==> config.mk <==
export PLATFORM = sky130hd
export DESIGN_NAME = ksq_useq
export DESIGN_NICKNAME = d
export VERILOG_FILES = /design/src/rtl/core/ksq_pkg.sv /design/src/rtl/core/ksq_useq.sv
export SDC_FILE = /design/constraint.sdc
export NUM_CORES = 1
export LEC_CHECK = 0
export ABC_AREA = 1
export BUFFER_PORTS_ARGS = -buffer_cell sky130_fd_sc_hd__buf_4
export CAP_MARGIN = 20
export CELL_PAD_IN_SITES_DETAIL_PLACEMENT = 1
export CELL_PAD_IN_SITES_GLOBAL_PLACEMENT = 1
export CORE_MARGIN = 1
export CORE_UTILIZATION = 35
export CTS_CLUSTER_SIZE = 30
export DETAILED_ROUTE_END_ITERATION = 12
export PLACE_DENSITY_LB_ADDON = 0.1
export SYNTH_ARGS = -nofsm -noshare
export SYNTH_HDL_FRONTEND = slang
export SYNTH_SLANG_ARGS = --single-unit
export TNS_END_PERCENT = 30
==> constraint.sdc <==
create_clock -name clk -period 3.6 [get_ports clk]
set_input_delay 0.18 -clock clk [delete_from_list [all_inputs] [get_ports clk]]
set_output_delay 0.18 -clock clk [all_outputs]
set_load 0.02 [all_outputs]
==> src/rtl/core/ksq_pkg.sv <==
// Shared constants, microcode encoding and control-word types for the
// quickselect block. Used by every module of the block except the generic RAM.
package ksq_pkg;

    localparam int DEPTH  = 1024;
    localparam int DATA_W = 32;
    localparam int TGT_W  = 10;
    localparam int ADDR_W = $clog2(DEPTH);
    localparam int CNT_W  = ADDR_W + 1;
    localparam int IDX_W  = ADDR_W + 2;
    localparam int PC_W   = 4;
    localparam int COND_W = 4;
    localparam int ASEL_W = 2;

    localparam logic [1:0] REG_TARGET = 2'd0;

    localparam logic [COND_W-1:0] C_NEVER   = 4'd0;
    localparam logic [COND_W-1:0] C_ALWAYS  = 4'd1;
    localparam logic [COND_W-1:0] C_NOT_LR  = 4'd2;
    localparam logic [COND_W-1:0] C_I_GT_J  = 4'd3;
    localparam logic [COND_W-1:0] C_I_GT_R  = 4'd4;
    localparam logic [COND_W-1:0] C_J_LT_L  = 4'd5;
    localparam logic [COND_W-1:0] C_RD_LT_X = 4'd6;
    localparam logic [COND_W-1:0] C_RD_GT_X = 4'd7;
    localparam logic [COND_W-1:0] C_K_LE_J  = 4'd8;
    localparam logic [COND_W-1:0] C_K_GE_I  = 4'd9;

    localparam logic [ASEL_W-1:0] A_MID = 2'd0;
    localparam logic [ASEL_W-1:0] A_I   = 2'd1;
    localparam logic [ASEL_W-1:0] A_J   = 2'd2;
    localparam logic [ASEL_W-1:0] A_K   = 2'd3;

    localparam logic [PC_W-1:0] S_INIT  = 4'd0;
    localparam logic [PC_W-1:0] S_OUTER = 4'd1;
    localparam logic [PC_W-1:0] S_LDX   = 4'd2;
    localparam logic [PC_W-1:0] S_LOOP  = 4'd3;
    localparam logic [PC_W-1:0] S_RDI   = 4'd4;
    localparam logic [PC_W-1:0] S_CHKI  = 4'd5;
    localparam logic [PC_W-1:0] S_RDJ   = 4'd6;
    localparam logic [PC_W-1:0] S_CHKJ  = 4'd7;
    localparam logic [PC_W-1:0] S_TSW   = 4'd8;
    localparam logic [PC_W-1:0] S_WRI   = 4'd9;
    localparam logic [PC_W-1:0] S_WRJ   = 4'd10;
    localparam logic [PC_W-1:0] S_PEND1 = 4'd11;
    localparam logic [PC_W-1:0] S_PEND2 = 4'd12;
    localparam logic [PC_W-1:0] S_DONE  = 4'd13;
    localparam logic [PC_W-1:0] S_EMIT  = 4'd14;

    typedef struct packed {
        logic [COND_W-1:0] cond;
        logic [PC_W-1:0]   target;
        logic [ASEL_W-1:0] asel;
        logic              init_lr;
        logic              ld_ij;
        logic              ld_x;
        logic              ld_vi;
        logic              ld_vj;
        logic              wr_i;
        logic              wr_j;
        logic              inc_i;
        logic              dec_j;
        logic              r_from_j;
        logic              l_from_i;
        logic              emit;
    } ksq_uword_t;

    typedef struct packed {
        ksq_uword_t w;
        logic       take;
        logic       run;
    } ksq_ctrl_t;

    typedef struct packed {
        logic lr_ge;
        logic i_gt_j;
        logic i_gt_r;
        logic j_lt_l;
        logic rd_lt_x;
        logic rd_gt_x;
        logic k_le_j;
        logic k_ge_i;
    } ksq_flags_t;

    function automatic ksq_uword_t ucode(input logic [PC_W-1:0] pc);
        ksq_uword_t w;
        w = '0;
        case (pc)
            S_INIT:  w.init_lr = 1'b1;
            S_OUTER:
            begin
                w.cond   = C_NOT_LR;
                w.target = S_DONE;
                w.asel   = A_MID;
                w.ld_ij  = 1'b1;
            end
            S_LDX:   w.ld_x = 1'b1;
            S_LOOP:
            begin
                w.cond   = C_I_GT_J;
                w.target = S_PEND1;
            end
            S_RDI:
            begin
                w.cond   = C_I_GT_R;
                w.target = S_RDJ;
                w.asel   = A_I;
            end
            S_CHKI:
            begin
                w.cond   = C_RD_LT_X;
                w.target = S_RDI;
                w.inc_i  = 1'b1;
                w.ld_vi  = 1'b1;
            end
            S_RDJ:
            begin
                w.cond   = C_J_LT_L;
                w.target = S_TSW;
                w.asel   = A_J;
            end
            S_CHKJ:
            begin
                w.cond   = C_RD_GT_X;
                w.target = S_RDJ;
                w.dec_j  = 1'b1;
                w.ld_vj  = 1'b1;
            end
            S_TSW:
            begin
                w.cond   = C_I_GT_J;
                w.target = S_LOOP;
            end
            S_WRI:   w.wr_i = 1'b1;
            S_WRJ:
            begin
                w.cond   = C_ALWAYS;
                w.target = S_LOOP;
                w.wr_j   = 1'b1;
                w.inc_i  = 1'b1;
                w.dec_j  = 1'b1;
            end
            S_PEND1:
            begin
                w.cond     = C_K_LE_J;
                w.target   = S_OUTER;
                w.r_from_j = 1'b1;
            end
            S_PEND2:
            begin
                w.cond     = C_K_GE_I;
                w.target   = S_OUTER;
                w.l_from_i = 1'b1;
            end
            S_DONE:  w.asel = A_K;
            S_EMIT:  w.emit = 1'b1;
            default:
            begin
                w.cond   = C_ALWAYS;
                w.target = S_DONE;
            end
        endcase
        return w;
    endfunction

endpackage

==> src/rtl/core/ksq_useq.sv <==
// Microcode sequencer: step counter, control ROM and jump condition select.
// Depends on ksq_pkg for the microcode table and control types.
module ksq_useq (
    input  logic               clk,
    input  logic               rst_n,
    input  logic               start,
    input  ksq_pkg::ksq_flags_t flags,
    output ksq_pkg::ksq_ctrl_t  ctrl,
    output logic               done
);
    import ksq_pkg::*;

    logic            run_reg, run_next;
    logic [PC_W-1:0] pc_reg, pc_next;
    ksq_uword_t      w;
    logic            take;

    assign w = ucode(pc_reg);

    always_comb
    begin
        case (w.cond)
            C_NEVER:   take = 1'b0;
            C_ALWAYS:  take = 1'b1;
            C_NOT_LR:  take = flags.lr_ge;
            C_I_GT_J:  take = flags.i_gt_j;
            C_I_GT_R:  take = flags.i_gt_r;
            C_J_LT_L:  take = flags.j_lt_l;
            C_RD_LT_X: take = flags.rd_lt_x;
            C_RD_GT_X: take = flags.rd_gt_x;
            C_K_LE_J:  take = flags.k_le_j;
            C_K_GE_I:  take = flags.k_ge_i;
            default:   take = 1'b0;
        endcase
    end

    always_comb
    begin
        run_next = run_reg;
        pc_next  = pc_reg;
        if (run_reg)
        begin
            pc_next = take ? w.target : pc_reg + 1'b1;
            if (w.emit)
            begin
                run_next = 1'b0;
            end
        end
        else if (start)
        begin
            run_next = 1'b1;
            pc_next  = S_INIT;
        end
    end

    always_ff @(posedge clk or negedge rst_n)
    begin
        if (!rst_n)
        begin
            run_reg <= 1'b0;
            pc_reg  <= S_INIT;
        end
        else
        begin
            run_reg <= run_next;
            pc_reg  <= pc_next;
        end
    end

    assign ctrl.w    = w;
    assign ctrl.take = take;
    assign ctrl.run  = run_reg;
    assign done      = run_reg & w.emit;

endmodule

==> impl_metrics.toml <==
[placed_design]
postPlaceCellArea_sq_um = 1160
dp_hpwl_mm = 2.21
dp_cells = 201
port_buffers = 35
gp_congestion = 0.866
pre_cts_ws_ns = 1.41

[worst_setup_path]
path_buf_inv = 4
crit_chain = "inv_1, ha_1, nand3_2, nand2_2, nor3_2, inv_1, nor2_2, nand2_4, nand3_4, inv_1, buf_4"
worstPathMaxFanout = 6
crit_path_max_incr_delay_ns = 0.44
arrival_ns = 2.26
slowest_stage = "dfrtp_1"
crit_type = "reg -> out"
end_kind = "output port"
ff2ff_setup_slack_ns = 1.46
critPathMostFrequentCell = "inv_1"
start_kind = "register"
worst_r2r_path_depth = 12
crit_family = "simple AND/OR/NAND/NOR gates"
crit_cells = 11
cp.required_ns = 3.42

[sta]
rsz0062_at_grt = "no"
slew-limit-headroom_pct = 58.1
tns_ns = 0
worst_pin_slew_ns = 0.629
hold_viol = 0
fin_ws_ns = 1.16
fmax_mhz = 410
setup_viol = 0
min_period_ns = 2.44
maxSlewViolCount = 0
fin_crit_sh_pct = 67.8
clock-skew-final_ns = 0.00522

[routing]
drt-initial-drc-count = 5
via_per_inst = 4.85
drtAntennaViolNets = 0
first_pass_iters = 4
vias = 999
route.detailed.drc = 0
wl_per_cell_microns = 12.7
routed_wl_mm = 2.62

[final_layout]
nNetsFinal = 192
mostFrequentLayoutCell = "nand2_1"
layout-drive-gt1-share_pct = 39.8
postLayoutCellArea_sq_um = 1200
diodes = 0
nFillCells = 360
instances_no_fill = 206
area_delta_synth_final_pct = 33.2
largest_reg_flops = 4
most-common-layout-cells = "nand2_1, buf_4, inv_1"

[clock_network]
cts_root_buffer = "clkbuf_4"
clk_path_buf_depth = 2
post-cts-setup-buffers = 0
cts_num_sinks = 5
clk_pin_slew_ns = 0.05
h-tree-depth = 1
cts_tree = "built"
clk_latency_ns = 0.24
cts_made_buffers = 3
holdBufCountCts = 1
post_cts_resized = 0

[flow_run]
drv_cap = 0

[logic_synthesis]
synth-seq-area-share_pct = 13.9
ys_warn_count = 0
synth-seq-cells = 5
postSynthCellCount = 140
syn_area_sq_um = 900
avgSynthCellArea_sq_um = 6.43
synth_nets = 155
synth_cell_types = 25

[die]
ioPinCount = 36
die_h_microns = 52.7
start_util_pct = 36.6
row_count = 18
coreArea_sq_um = 2450
die_area_sq_um = 2780
dieWidth_microns = 52.7

[global_route]
grt_pass1_wl_mm = 4.15
grt_overflow = 0
grt_pass1_vias = 938
grt_max_degree = 11
grt_usage_pct = 20.4
antenna_found_initial = 0

[hold_path]
hold-path-cell-count = 4
hold_class = "in -> reg"

[run_status]
status = "finished, final reports clean"
==> final timing paths <==
kind                                        from                     to
min in group asynchronous                  rst_n  pc_reg[1]$_DFFE_PN0P_
setup reg to reg           pc_reg[0]$_DFFE_PN0P_  pc_reg[2]$_DFFE_PN0P_
setup / recovery           pc_reg[0]$_DFFE_PN0P_                ctrl[1]
hold / removal                             start  pc_reg[2]$_DFFE_PN0P_
max in group asynchronous                  rst_n  pc_reg[2]$_DFFE_PN0P_
hold reg to reg            pc_reg[1]$_DFFE_PN0P_  pc_reg[1]$_DFFE_PN0P_
==> logic make-up (layout without fill, tap and decap cells) <==
family	Yosys count	count (layout)	synth area share, %
xor gates and xnor gates	2	2	1.95
adders and majority gates	4	4	5.56
AOI/OAI and AO/OA	5	5	4.87
DFF	5	5	13.9
and+or+nand+nor	90	90	56.5
buffers and inverters	34	70	17.2
==> stage by stage <==
step	hold slack [ns]	util, %
2_1_floorplan	-0.116	-
3_3_place_gp	-0.0169	47.3
3_5_place_dp	-0.0143	47.3
4_1_cts	0.242	48.8
5_1_grt	0.258	48.8
6_report	0.251	48.8
==> worst register-to-register path, delay by kind of cell, from the launching register on <==
family        cells  cell delay, ns
simple gates      9            1.10
flops             1            0.44
buf+inv           2            0.18
fa+ha+maj         1            0.32
==> routing by layer <==
layer	vias up	part of all wire, %	track usage, %
met5	-	0	0
met4	0	0	5.26
met3	0	1.7	2.61
met2	17	54	37.1
met1	479	45	24.7
li1	503	-	-
==> cell type report <==
type                            count  area, sq um  area share [%]
Multi-Input combinational cell    101          619            51.7
Inverter                           30          118            9.81
Timing Repair Buffer               36          273            22.8
Tap cell                           30         37.5            3.13
Sequential cell                     5          125            10.4
Clock buffer                        4         26.3            2.19
==> Yosys cell counts <==
library cell | count | area share [%]
inv_2 | 6 | 2.5
nand2_1 | 36 | 15
ha_1 | 4 | 5.6
dfrtp_1 | 5 | 14
nand3_2 | 2 | 2.2
nor3_2 | 1 | 1.1
nand3_1 | 18 | 10
nand4_1 | 4 | 2.8
o21ai_4 | 1 | 1.8
inv_4 | 2 | 1.4
nand2_2 | 5 | 3.5
nand3_4 | 1 | 1.9
nor2_4 | 5 | 6.3
nand2_4 | 4 | 5.0
nor2_2 | 2 | 1.4
inv_1 | 22 | 9.2
o21ai_0 | 2 | 1.1
buf_6 | 2 | 2.5
nor2_1 | 10 | 4.2
o21ai_2 | 2 | 1.9
nand3b_1 | 1 | 0.83
xnor2_1 | 1 | 0.97
buf_4 | 2 | 1.7
nor2_8 | 1 | 2.2
xor2_1 | 1 | 0.97
Power is left out: the tool's default activity adds up to more than one toggle a clock period on the data nets, which glitch-free logic cannot reach.
