<file path="config.mk">
export PLATFORM = sky130hd
export DESIGN_NAME = ksq_dpath
export DESIGN_NICKNAME = d
export VERILOG_FILES = /design/src/rtl/core/ksq_pkg.sv /design/src/rtl/core/ksq_dpath.sv
export SDC_FILE = /design/constraint.sdc
export NUM_CORES = 1
export LEC_CHECK = 0
export BUFFER_PORTS_ARGS = -buffer_cell sky130_fd_sc_hd__buf_2
export CAP_MARGIN = 5
export CORE_MARGIN = 1.5
export CORE_UTILIZATION = 45
export DETAILED_ROUTE_END_ITERATION = 8
export PLACE_DENSITY_LB_ADDON = 0.1
export SETUP_SLACK_MARGIN = 0.5
export SYNTH_ARGS = -nofsm -noshare
export SYNTH_HDL_FRONTEND = slang
export SYNTH_SLANG_ARGS = --single-unit
</file>
<file path="constraint.sdc">
create_clock -name clk -period 4.3 [get_ports clk]
set_clock_uncertainty 0.15 [all_clocks]
set_input_delay 0.215 -clock clk [delete_from_list [all_inputs] [get_ports clk]]
set_output_delay 0.215 -clock clk [all_outputs]
set_load 0.005 [all_outputs]
</file>
<file path="src/rtl/core/ksq_pkg.sv">
// Shared constants, microcode encoding and control-word types for the
// quickselect block. Used by every module of the block except the generic RAM.
package ksq_pkg;

    localparam int DEPTH  = 1024;
    localparam int DATA_W = 32;
    localparam int TGT_W  = 10;
    localparam int ADDR_W = $clog2(DEPTH);
    localparam int CNT_W  = ADDR_W + 1;
    localparam int IDX_W  = ADDR_W + 2;
    localparam int PC_W   = 4;
    localparam int COND_W = 4;
    localparam int ASEL_W = 2;

    localparam logic [1:0] REG_TARGET = 2'd0;

    localparam logic [COND_W-1:0] C_NEVER   = 4'd0;
    localparam logic [COND_W-1:0] C_ALWAYS  = 4'd1;
    localparam logic [COND_W-1:0] C_NOT_LR  = 4'd2;
    localparam logic [COND_W-1:0] C_I_GT_J  = 4'd3;
    localparam logic [COND_W-1:0] C_I_GT_R  = 4'd4;
    localparam logic [COND_W-1:0] C_J_LT_L  = 4'd5;
    localparam logic [COND_W-1:0] C_RD_LT_X = 4'd6;
    localparam logic [COND_W-1:0] C_RD_GT_X = 4'd7;
    localparam logic [COND_W-1:0] C_K_LE_J  = 4'd8;
    localparam logic [COND_W-1:0] C_K_GE_I  = 4'd9;

    localparam logic [ASEL_W-1:0] A_MID = 2'd0;
    localparam logic [ASEL_W-1:0] A_I   = 2'd1;
    localparam logic [ASEL_W-1:0] A_J   = 2'd2;
    localparam logic [ASEL_W-1:0] A_K   = 2'd3;

    localparam logic [PC_W-1:0] S_INIT  = 4'd0;
    localparam logic [PC_W-1:0] S_OUTER = 4'd1;
    localparam logic [PC_W-1:0] S_LDX   = 4'd2;
    localparam logic [PC_W-1:0] S_LOOP  = 4'd3;
    localparam logic [PC_W-1:0] S_RDI   = 4'd4;
    localparam logic [PC_W-1:0] S_CHKI  = 4'd5;
    localparam logic [PC_W-1:0] S_RDJ   = 4'd6;
    localparam logic [PC_W-1:0] S_CHKJ  = 4'd7;
    localparam logic [PC_W-1:0] S_TSW   = 4'd8;
    localparam logic [PC_W-1:0] S_WRI   = 4'd9;
    localparam logic [PC_W-1:0] S_WRJ   = 4'd10;
    localparam logic [PC_W-1:0] S_PEND1 = 4'd11;
    localparam logic [PC_W-1:0] S_PEND2 = 4'd12;
    localparam logic [PC_W-1:0] S_DONE  = 4'd13;
    localparam logic [PC_W-1:0] S_EMIT  = 4'd14;

    typedef struct packed {
        logic [COND_W-1:0] cond;
        logic [PC_W-1:0]   target;
        logic [ASEL_W-1:0] asel;
        logic              init_lr;
        logic              ld_ij;
        logic              ld_x;
        logic              ld_vi;
        logic              ld_vj;
        logic              wr_i;
        logic              wr_j;
        logic              inc_i;
        logic              dec_j;
        logic              r_from_j;
        logic              l_from_i;
        logic              emit;
    } ksq_uword_t;

    typedef struct packed {
        ksq_uword_t w;
        logic       take;
        logic       run;
    } ksq_ctrl_t;

    typedef struct packed {
        logic lr_ge;
        logic i_gt_j;
        logic i_gt_r;
        logic j_lt_l;
        logic rd_lt_x;
        logic rd_gt_x;
        logic k_le_j;
        logic k_ge_i;
    } ksq_flags_t;

    function automatic ksq_uword_t ucode(input logic [PC_W-1:0] pc);
        ksq_uword_t w;
        w = '0;
        case (pc)
            S_INIT:  w.init_lr = 1'b1;
            S_OUTER:
            begin
                w.cond   = C_NOT_LR;
                w.target = S_DONE;
                w.asel   = A_MID;
                w.ld_ij  = 1'b1;
            end
            S_LDX:   w.ld_x = 1'b1;
            S_LOOP:
            begin
                w.cond   = C_I_GT_J;
                w.target = S_PEND1;
            end
            S_RDI:
            begin
                w.cond   = C_I_GT_R;
                w.target = S_RDJ;
                w.asel   = A_I;
            end
            S_CHKI:
            begin
                w.cond   = C_RD_LT_X;
                w.target = S_RDI;
                w.inc_i  = 1'b1;
                w.ld_vi  = 1'b1;
            end
            S_RDJ:
            begin
                w.cond   = C_J_LT_L;
                w.target = S_TSW;
                w.asel   = A_J;
            end
            S_CHKJ:
            begin
                w.cond   = C_RD_GT_X;
                w.target = S_RDJ;
                w.dec_j  = 1'b1;
                w.ld_vj  = 1'b1;
            end
            S_TSW:
            begin
                w.cond   = C_I_GT_J;
                w.target = S_LOOP;
            end
            S_WRI:   w.wr_i = 1'b1;
            S_WRJ:
            begin
                w.cond   = C_ALWAYS;
                w.target = S_LOOP;
                w.wr_j   = 1'b1;
                w.inc_i  = 1'b1;
                w.dec_j  = 1'b1;
            end
            S_PEND1:
            begin
                w.cond     = C_K_LE_J;
                w.target   = S_OUTER;
                w.r_from_j = 1'b1;
            end
            S_PEND2:
            begin
                w.cond     = C_K_GE_I;
                w.target   = S_OUTER;
                w.l_from_i = 1'b1;
            end
            S_DONE:  w.asel = A_K;
            S_EMIT:  w.emit = 1'b1;
            default:
            begin
                w.cond   = C_ALWAYS;
                w.target = S_DONE;
            end
        endcase
        return w;
    endfunction

endpackage

</file>
<file path="src/rtl/core/ksq_dpath.sv">
// Partition datapath: bound and scan index registers, pivot and swap holds,
// RAM address and write selection, and the compare flags for the sequencer.
// Depends on ksq_pkg.
module ksq_dpath (
    input  logic                       clk,
    input  ksq_pkg::ksq_ctrl_t         ctrl,
    input  logic [ksq_pkg::CNT_W-1:0]  count,
    input  logic [ksq_pkg::ADDR_W-1:0] k,
    input  logic [ksq_pkg::DATA_W-1:0] rdata,
    output ksq_pkg::ksq_flags_t        flags,
    output logic [ksq_pkg::ADDR_W-1:0] raddr,
    output logic                       we,
    output logic [ksq_pkg::ADDR_W-1:0] waddr,
    output logic [ksq_pkg::DATA_W-1:0] wdata
);
    import ksq_pkg::*;

    logic signed [IDX_W-1:0]  l_reg, l_next;
    logic signed [IDX_W-1:0]  r_reg, r_next;
    logic signed [IDX_W-1:0]  i_reg, i_next;
    logic signed [IDX_W-1:0]  j_reg, j_next;
    logic signed [DATA_W-1:0] x_reg, x_next;
    logic [DATA_W-1:0]        vi_reg, vi_next;
    logic [DATA_W-1:0]        vj_reg, vj_next;
    logic [IDX_W:0]           sum;
    logic [ADDR_W-1:0]        mid;
    logic signed [IDX_W-1:0]  k_s;
    logic signed [DATA_W-1:0] rd_s;
    ksq_uword_t               w;
    logic                     take;

    assign w    = ctrl.w;
    assign take = ctrl.take;
    assign sum  = {l_reg[IDX_W-1], l_reg} + {r_reg[IDX_W-1], r_reg};
    assign mid  = sum[ADDR_W:1];
    assign k_s  = signed'(IDX_W'(k));
    assign rd_s = signed'(rdata);

    always_comb
    begin
        flags.lr_ge   = l_reg >= r_reg;
        flags.i_gt_j  = i_reg > j_reg;
        flags.i_gt_r  = i_reg > r_reg;
        flags.j_lt_l  = j_reg < l_reg;
        flags.rd_lt_x = rd_s < x_reg;
        flags.rd_gt_x = rd_s > x_reg;
        flags.k_le_j  = k_s <= j_reg;
        flags.k_ge_i  = k_s >= i_reg;
    end

    always_comb
    begin
        case (w.asel)
            A_MID:   raddr = mid;
            A_I:     raddr = i_reg[ADDR_W-1:0];
            A_J:     raddr = j_reg[ADDR_W-1:0];
            A_K:     raddr = k;
            default: raddr = k;
        endcase
    end

    assign we    = ctrl.run & (w.wr_i | w.wr_j);
    assign waddr = w.wr_i ? i_reg[ADDR_W-1:0] : j_reg[ADDR_W-1:0];
    assign wdata = w.wr_i ? vj_reg : vi_reg;

    always_comb
    begin
        l_next  = l_reg;
        r_next  = r_reg;
        i_next  = i_reg;
        j_next  = j_reg;
        x_next  = x_reg;
        vi_next = vi_reg;
        vj_next = vj_reg;
        if (ctrl.run)
        begin
            if (w.init_lr)
            begin
                l_next = '0;
                r_next = signed'(IDX_W'(count)) - IDX_W'(1);
            end
            if (w.ld_ij)
            begin
                i_next = l_reg;
                j_next = r_reg;
            end
            if (w.ld_x)
            begin
                x_next = rd_s;
            end
            if (w.ld_vi)
            begin
                vi_next = rdata;
            end
            if (w.ld_vj)
            begin
                vj_next = rdata;
            end
            if (take && w.inc_i)
            begin
                i_next = i_reg + IDX_W'(1);
            end
            if (take && w.dec_j)
            begin
                j_next = j_reg - IDX_W'(1);
            end
            if (take && w.r_from_j)
            begin
                r_next = j_reg;
            end
            if (take && w.l_from_i)
            begin
                l_next = i_reg;
            end
        end
    end

    always_ff @(posedge clk)
    begin
        l_reg  <= l_next;
        r_reg  <= r_next;
        i_reg  <= i_next;
        j_reg  <= j_next;
        x_reg  <= x_next;
        vi_reg <= vi_next;
        vj_reg <= vj_next;
    end

endmodule

</file>
==> report_table.html <==
<table>
<tr><th>Metric</th><th>Value</th></tr>
<tr><th colspan="2">Setup path</th></tr>
<tr><td>Data arrival time at the worst-slack endpoint</td><td>~3300 ps</td></tr>
<tr><td>Cell chain of the critical path</td><td>ha_1 -&gt; inv_1 -&gt; fa_1 -&gt; o21bai_2 -&gt; a21oi_2 -&gt; o311ai_0 -&gt; a31oi_1 -&gt; xor2_1 -&gt; mux4_1 -&gt; buf_2</td></tr>
<tr><td>Crit path max fanout</td><td>4</td></tr>
<tr><td>Critical path launch point</td><td>r_reg[0]</td></tr>
<tr><td>R2R cell count</td><td>7</td></tr>
<tr><td>Kind of end point of the critical path</td><td>primary output</td></tr>
<tr><td>Termination of the worst setup path</td><td>raddr[9]</td></tr>
<tr><td>Worst reg2reg path endpoint</td><td>j_reg[10]</td></tr>
<tr><td>Family with the most delay on the worst path</td><td>compound AO/OA/AOI/OAI gates</td></tr>
<tr><td>Count of buffering cells on the critical path with inverters included</td><td>2</td></tr>
<tr><td>Critical Path Max Stage Delay</td><td>approximately 540 ps</td></tr>
<tr><td>Kind of launch point of the worst setup path</td><td>flop</td></tr>
<tr><td>Stages on the worst setup path</td><td>10</td></tr>
<tr><td>Reg2Reg Launch Point</td><td>j_reg[0]</td></tr>
<tr><td>Worst setup path class</td><td>flop to primary output</td></tr>
<tr><td>Critical Path Slowest Stage Cell</td><td>sky130_fd_sc_hd__o311ai_0</td></tr>
<tr><td>Worst Path Required</td><td>around 4000 ps</td></tr>
<tr><td>Reg-to-reg setup timing slack</td><td>1970 ps</td></tr>
<tr><th colspan="2">Timing</th></tr>
<tr><td>Maximum frequency from static timing analysis</td><td>approximately 270 MHz</td></tr>
<tr><td>Final critical delay including setup and external delays</td><td>about 3700 ps</td></tr>
<tr><td>Sum of negative setup slack</td><td>0 ps</td></tr>
<tr><td>Tcrit/Tclk final</td><td>0.858</td></tr>
<tr><td>Final count of hold timing violations</td><td>0</td></tr>
<tr><td>Final critical-path setup slack</td><td>611 ps</td></tr>
<tr><td>Setup repair after global routing missed its margin</td><td>false</td></tr>
<tr><td>Worst rel slew slack</td><td>0.235</td></tr>
<tr><td>Pins Over Slew Limit</td><td>0</td></tr>
<tr><td>Tightest hold margin</td><td>roughly 35 ps</td></tr>
<tr><td>Setup violation total in the final timing report</td><td>0</td></tr>
<tr><td>Measured slew at the worst slew-check pin</td><td>1150 ps</td></tr>
<tr><th colspan="2">Final layout</th></tr>
<tr><td>Area used by multi-input combinational logic</td><td>between 4000 and 5000 µm²</td></tr>
<tr><td>Area used by sequential logic in the layout</td><td>4320 µm²</td></tr>
<tr><td>Count of inserted antenna diode cells</td><td>0</td></tr>
<tr><td>Fraction of layout instances using a drive strength above 1</td><td>0.221</td></tr>
<tr><td>Number of standard cells in the final layout excluding fillers</td><td>roughly 1,200</td></tr>
<tr><td>Layout filler cell count</td><td>1,735</td></tr>
<tr><td>Layout net count</td><td>approximately 1,100</td></tr>
<tr><td>Area Growth Syn to Fin</td><td>20.4%</td></tr>
<tr><th colspan="2">Yosys</th></tr>
<tr><td>Synthesis Warnings</td><td>0</td></tr>
<tr><td>Adder and majority cell fraction of the synthesized area</td><td>0.158</td></tr>
<tr><td>Sequential-to-total area share from yosys stat</td><td>0.482</td></tr>
<tr><td>Main area contributors after synthesis</td><td>sky130_fd_sc_hd__edfxtp_1, sky130_fd_sc_hd__ha_1, sky130_fd_sc_hd__mux2_2, sky130_fd_sc_hd__inv_1, sky130_fd_sc_hd__a21oi_1</td></tr>
<tr><td>Predominant post-synthesis flop cell</td><td>sky130_fd_sc_hd__edfxtp_1</td></tr>
<tr><td>Flops &amp; latches, synth</td><td>144</td></tr>
<tr><td>Synth top cells by count</td><td>sky130_fd_sc_hd__edfxtp_1, sky130_fd_sc_hd__ha_1, sky130_fd_sc_hd__inv_1</td></tr>
<tr><td>Number of distinct library cells after synthesis</td><td>55</td></tr>
<tr><td>Synthesized area per cell</td><td>11.4 µm²</td></tr>
<tr><td>Most frequently used cell type in the post-synthesis netlist</td><td>sky130_fd_sc_hd__edfxtp_1</td></tr>
<tr><td>Proportion of synthesized area in mux cells</td><td>0.0691</td></tr>
<tr><td>Number of synthesized flops with an enable pin</td><td>144</td></tr>
<tr><td>Asr flop ratio synth</td><td>0</td></tr>
<tr><td>Syn Nets</td><td>between 900 and 1,000</td></tr>
<tr><td>Synth Instances</td><td>between 700 and 800</td></tr>
<tr><td>Cell area after synthesis</td><td>8980 µm²</td></tr>
<tr><td>Proportion of netlist area held by the largest area contributor</td><td>0.482</td></tr>
<tr><td>Cell type with the highest aggregate area in the netlist</td><td>sky130_fd_sc_hd__edfxtp_1</td></tr>
<tr><td>Xor and xnor fraction of the mapped netlist area</td><td>0.0332</td></tr>
<tr><td>Synthesized-area fraction occupied by and/or/nand/nor cells</td><td>0.0991</td></tr>
<tr><td>Largest family of logic cells by synthesized area</td><td>adder cells</td></tr>
<tr><td>Compound-gate portion of the synthesized area</td><td>0.109</td></tr>
<tr><th colspan="2">Power</th></tr>
<tr><td>Power Density</td><td>356 nW/µm²</td></tr>
<tr><td>Max rail drop VDD</td><td>0.281 mV</td></tr>
<tr><td>Pleak</td><td>roughly 0.0046 µW</td></tr>
<tr><td>Post-layout power</td><td>3850 µW</td></tr>
<tr><th colspan="2">Floorplanning</th></tr>
<tr><td>Die boundary width</td><td>approximately 140 µm</td></tr>
<tr><td>Starting density of the core</td><td>0.460</td></tr>
<tr><td>Ports</td><td>~140</td></tr>
<tr><td>Number of rows in the core area</td><td>51</td></tr>
<tr><td>Die extent in y</td><td>~140 µm</td></tr>
<tr><td>Total core area</td><td>around 20,000 µm²</td></tr>
<tr><td>Total Die Area</td><td>20,800 µm²</td></tr>
<tr><th colspan="2">Detailed routing</th></tr>
<tr><td>Number of remaining DRC errors</td><td>0</td></tr>
<tr><td>Final routed wirelength across all metal layers</td><td>22,500 µm</td></tr>
<tr><td>Routed len/inst</td><td>between 15 and 20 µm</td></tr>
<tr><td>Count of nets left with antenna violations after detail routing</td><td>0</td></tr>
<tr><td>Total via count in the routed design</td><td>6,547</td></tr>
<tr><td>Vias per Instance</td><td>~5.3</td></tr>
<tr><td>Number of detailed-routing iterations run before antenna repair</td><td>5</td></tr>
<tr><td>First-iteration detailed-routing DRC count</td><td>between 300 and 400</td></tr>
<tr><th colspan="2">Flow run</th></tr>
<tr><td>Reported max-cap violation count</td><td>0</td></tr>
<tr><th colspan="2">Global route</th></tr>
<tr><td>Pin count of the biggest net entering global routing</td><td>54</td></tr>
<tr><td>Met1 usage</td><td>0.277</td></tr>
<tr><td>GRT Resource Usage Total</td><td>0.227</td></tr>
<tr><td>Grt ovf</td><td>0</td></tr>
<tr><td>First-pass GRT wire length</td><td>about 35,000 µm</td></tr>
<tr><td>Met2 GRT Util</td><td>0.395</td></tr>
<tr><td>Vias in the first global route</td><td>roughly 6,700</td></tr>
<tr><td>GR met3 Demand/Resource</td><td>0.0411</td></tr>
<tr><td>Antenna violations before repair</td><td>0</td></tr>
<tr><td>Busiest layer in global routing</td><td>met2</td></tr>
<tr><th colspan="2">Placement</th></tr>
<tr><td>Global placer's final weighted congestion</td><td>a little under 0.9</td></tr>
<tr><td>Final HPWL from detailed placement</td><td>roughly 17,000 µm</td></tr>
<tr><td># placed instances</td><td>between 1,000 and 1,500</td></tr>
<tr><td>Number of buffer cells added on primary ports</td><td>~130</td></tr>
<tr><td>Post-placement worst setup slack</td><td>roughly 1100 ps</td></tr>
<tr><th colspan="2">Clocking</th></tr>
<tr><td>Number of clock buffers inserted by TritonCTS</td><td>17</td></tr>
<tr><td>CTS tree</td><td>done</td></tr>
<tr><td>CTS sink count</td><td>approximately 140</td></tr>
<tr><td>Post-CTS Setup Repair Bufs</td><td>0</td></tr>
<tr><td>Clock insertion delay at the later pin of the skew report</td><td>430 ps</td></tr>
<tr><td>Post-cts repair resize count</td><td>0</td></tr>
<tr><td>Clock slew seen by the registers of the worst setup and hold paths</td><td>approximately 60 ps</td></tr>
<tr><td>H-tree levels</td><td>4</td></tr>
<tr><td>Root buf cell</td><td>sky130_fd_sc_hd__clkbuf_16</td></tr>
<tr><td>Maximum clock insertion buffer count</td><td>2</td></tr>
<tr><th colspan="2">Min path</th></tr>
<tr><td>Worst hold path class</td><td>input port to flop</td></tr>
<tr><th colspan="2">Run status</th></tr>
<tr><td>Run status</td><td>complete, no violations</td></tr>
</table>
==> cell families after synthesis <==
kind of cell	count (synthesis)
simple gates	178
compound gates	155
flops	144
buf+inv	119
fa+ha+maj	113
mux	45
xor+xnor	34
==> cell usage in the layout, fill, tap and decap left out, types with 12 or more instances in the layout <==
| cell type | instances |
|---|---|
| sky130_fd_sc_hd__edfxtp_1 | 144 |
| sky130_fd_sc_hd__a21o_1 | 14 |
| sky130_fd_sc_hd__ha_1 | 112 |
| sky130_fd_sc_hd__nor2_1 | 42 |
| sky130_fd_sc_hd__clkbuf_16 | 17 |
| sky130_fd_sc_hd__and3_1 | 15 |
| sky130_fd_sc_hd__nand4_1 | 15 |
| sky130_fd_sc_hd__nand2_1 | 40 |
| sky130_fd_sc_hd__dlygate4sd3_1 | 33 |
| sky130_fd_sc_hd__inv_1 | 96 |
| sky130_fd_sc_hd__nand3_1 | 13 |
| sky130_fd_sc_hd__buf_2 | 129 |
| sky130_fd_sc_hd__xnor2_1 | 26 |
| sky130_fd_sc_hd__a21oi_1 | 56 |
| sky130_fd_sc_hd__nor2b_1 | 12 |
| sky130_fd_sc_hd__mux2_2 | 33 |
| sky130_fd_sc_hd__o21ai_0 | 44 |
==> repair_timing <==
action                                  in CTS  in global routing
endpoints found under the hold margin       97                  0
endpoints found under the setup margin       0                  0
hold buffers                                33                  0
==> area by class of cell <==
type / count / area share
multi-input combinational: 525 / 0.389
sequential: 144 / 0.400
tap: 265 / 0.0307
timing repair buffer: 167 / 0.0937
clock buffer: 18 / 0.0397
inverter: 96 / 0.0333
clock inverter: 14 / 0.0135
==> where the power goes <==
group / switching [µW] / total (µW) / internal, µW
Combinational: 360 / 666 / 307
Sequential: 61.6 / 1720 / 1650
Clock: 648 / 1460 / 816
==> per-stage QoR <==
| step | area (µm²) | utilization |
|---|---|---|
| after floorplan | 8980 | - |
| after global placement | 9910 | 0.507 |
| after detailed placement | 9910 | 0.507 |
| after CTS | 10800 | 0.554 |
| after global routing | 10800 | 0.554 |
| final | 10800 | 0.554 |
==> worst register-to-register path, delay by kind of cell (launching register included) <==
kind | cells | cell delay [ps]
XOR/XNOR | 1 | 160
flip-flops | 1 | 520
adder cells (fa/ha/maj) | 1 | 190
AND/OR/NAND/NOR | 3 | 770
buffers and inverters | 1 | 180
AO/OA/AOI/OAI | 1 | 80
==> how the worst min path moves through the flow <==
| stage | cells after the start | slack, ps | endpoint | from |
|---|---|---|---|---|
| CTS | 2 | 20 | r_reg[0] | count[0] |
| global route | 2 | 40 | r_reg[0] | count[0] |
| finish | 2 | 30 | r_reg[0] | count[0] |
| floorplan | 0 | 160 | vi_reg[0] | rdata[0] |
| detailed placement | 1 | 300 | vi_reg[5] | rdata[5] |
| global placement | 1 | 280 | x_reg[18] | rdata[18] |
==> metal layers <==
layer	wire, µm	vias up	share of wire
met1	9610	3131	0.43
met2	11200	181	0.50
met5	0	-	0
li1	-	3207	-
met4	604	0	0.027
met3	1080	28	0.048
(Power assumes the default switching activity.)
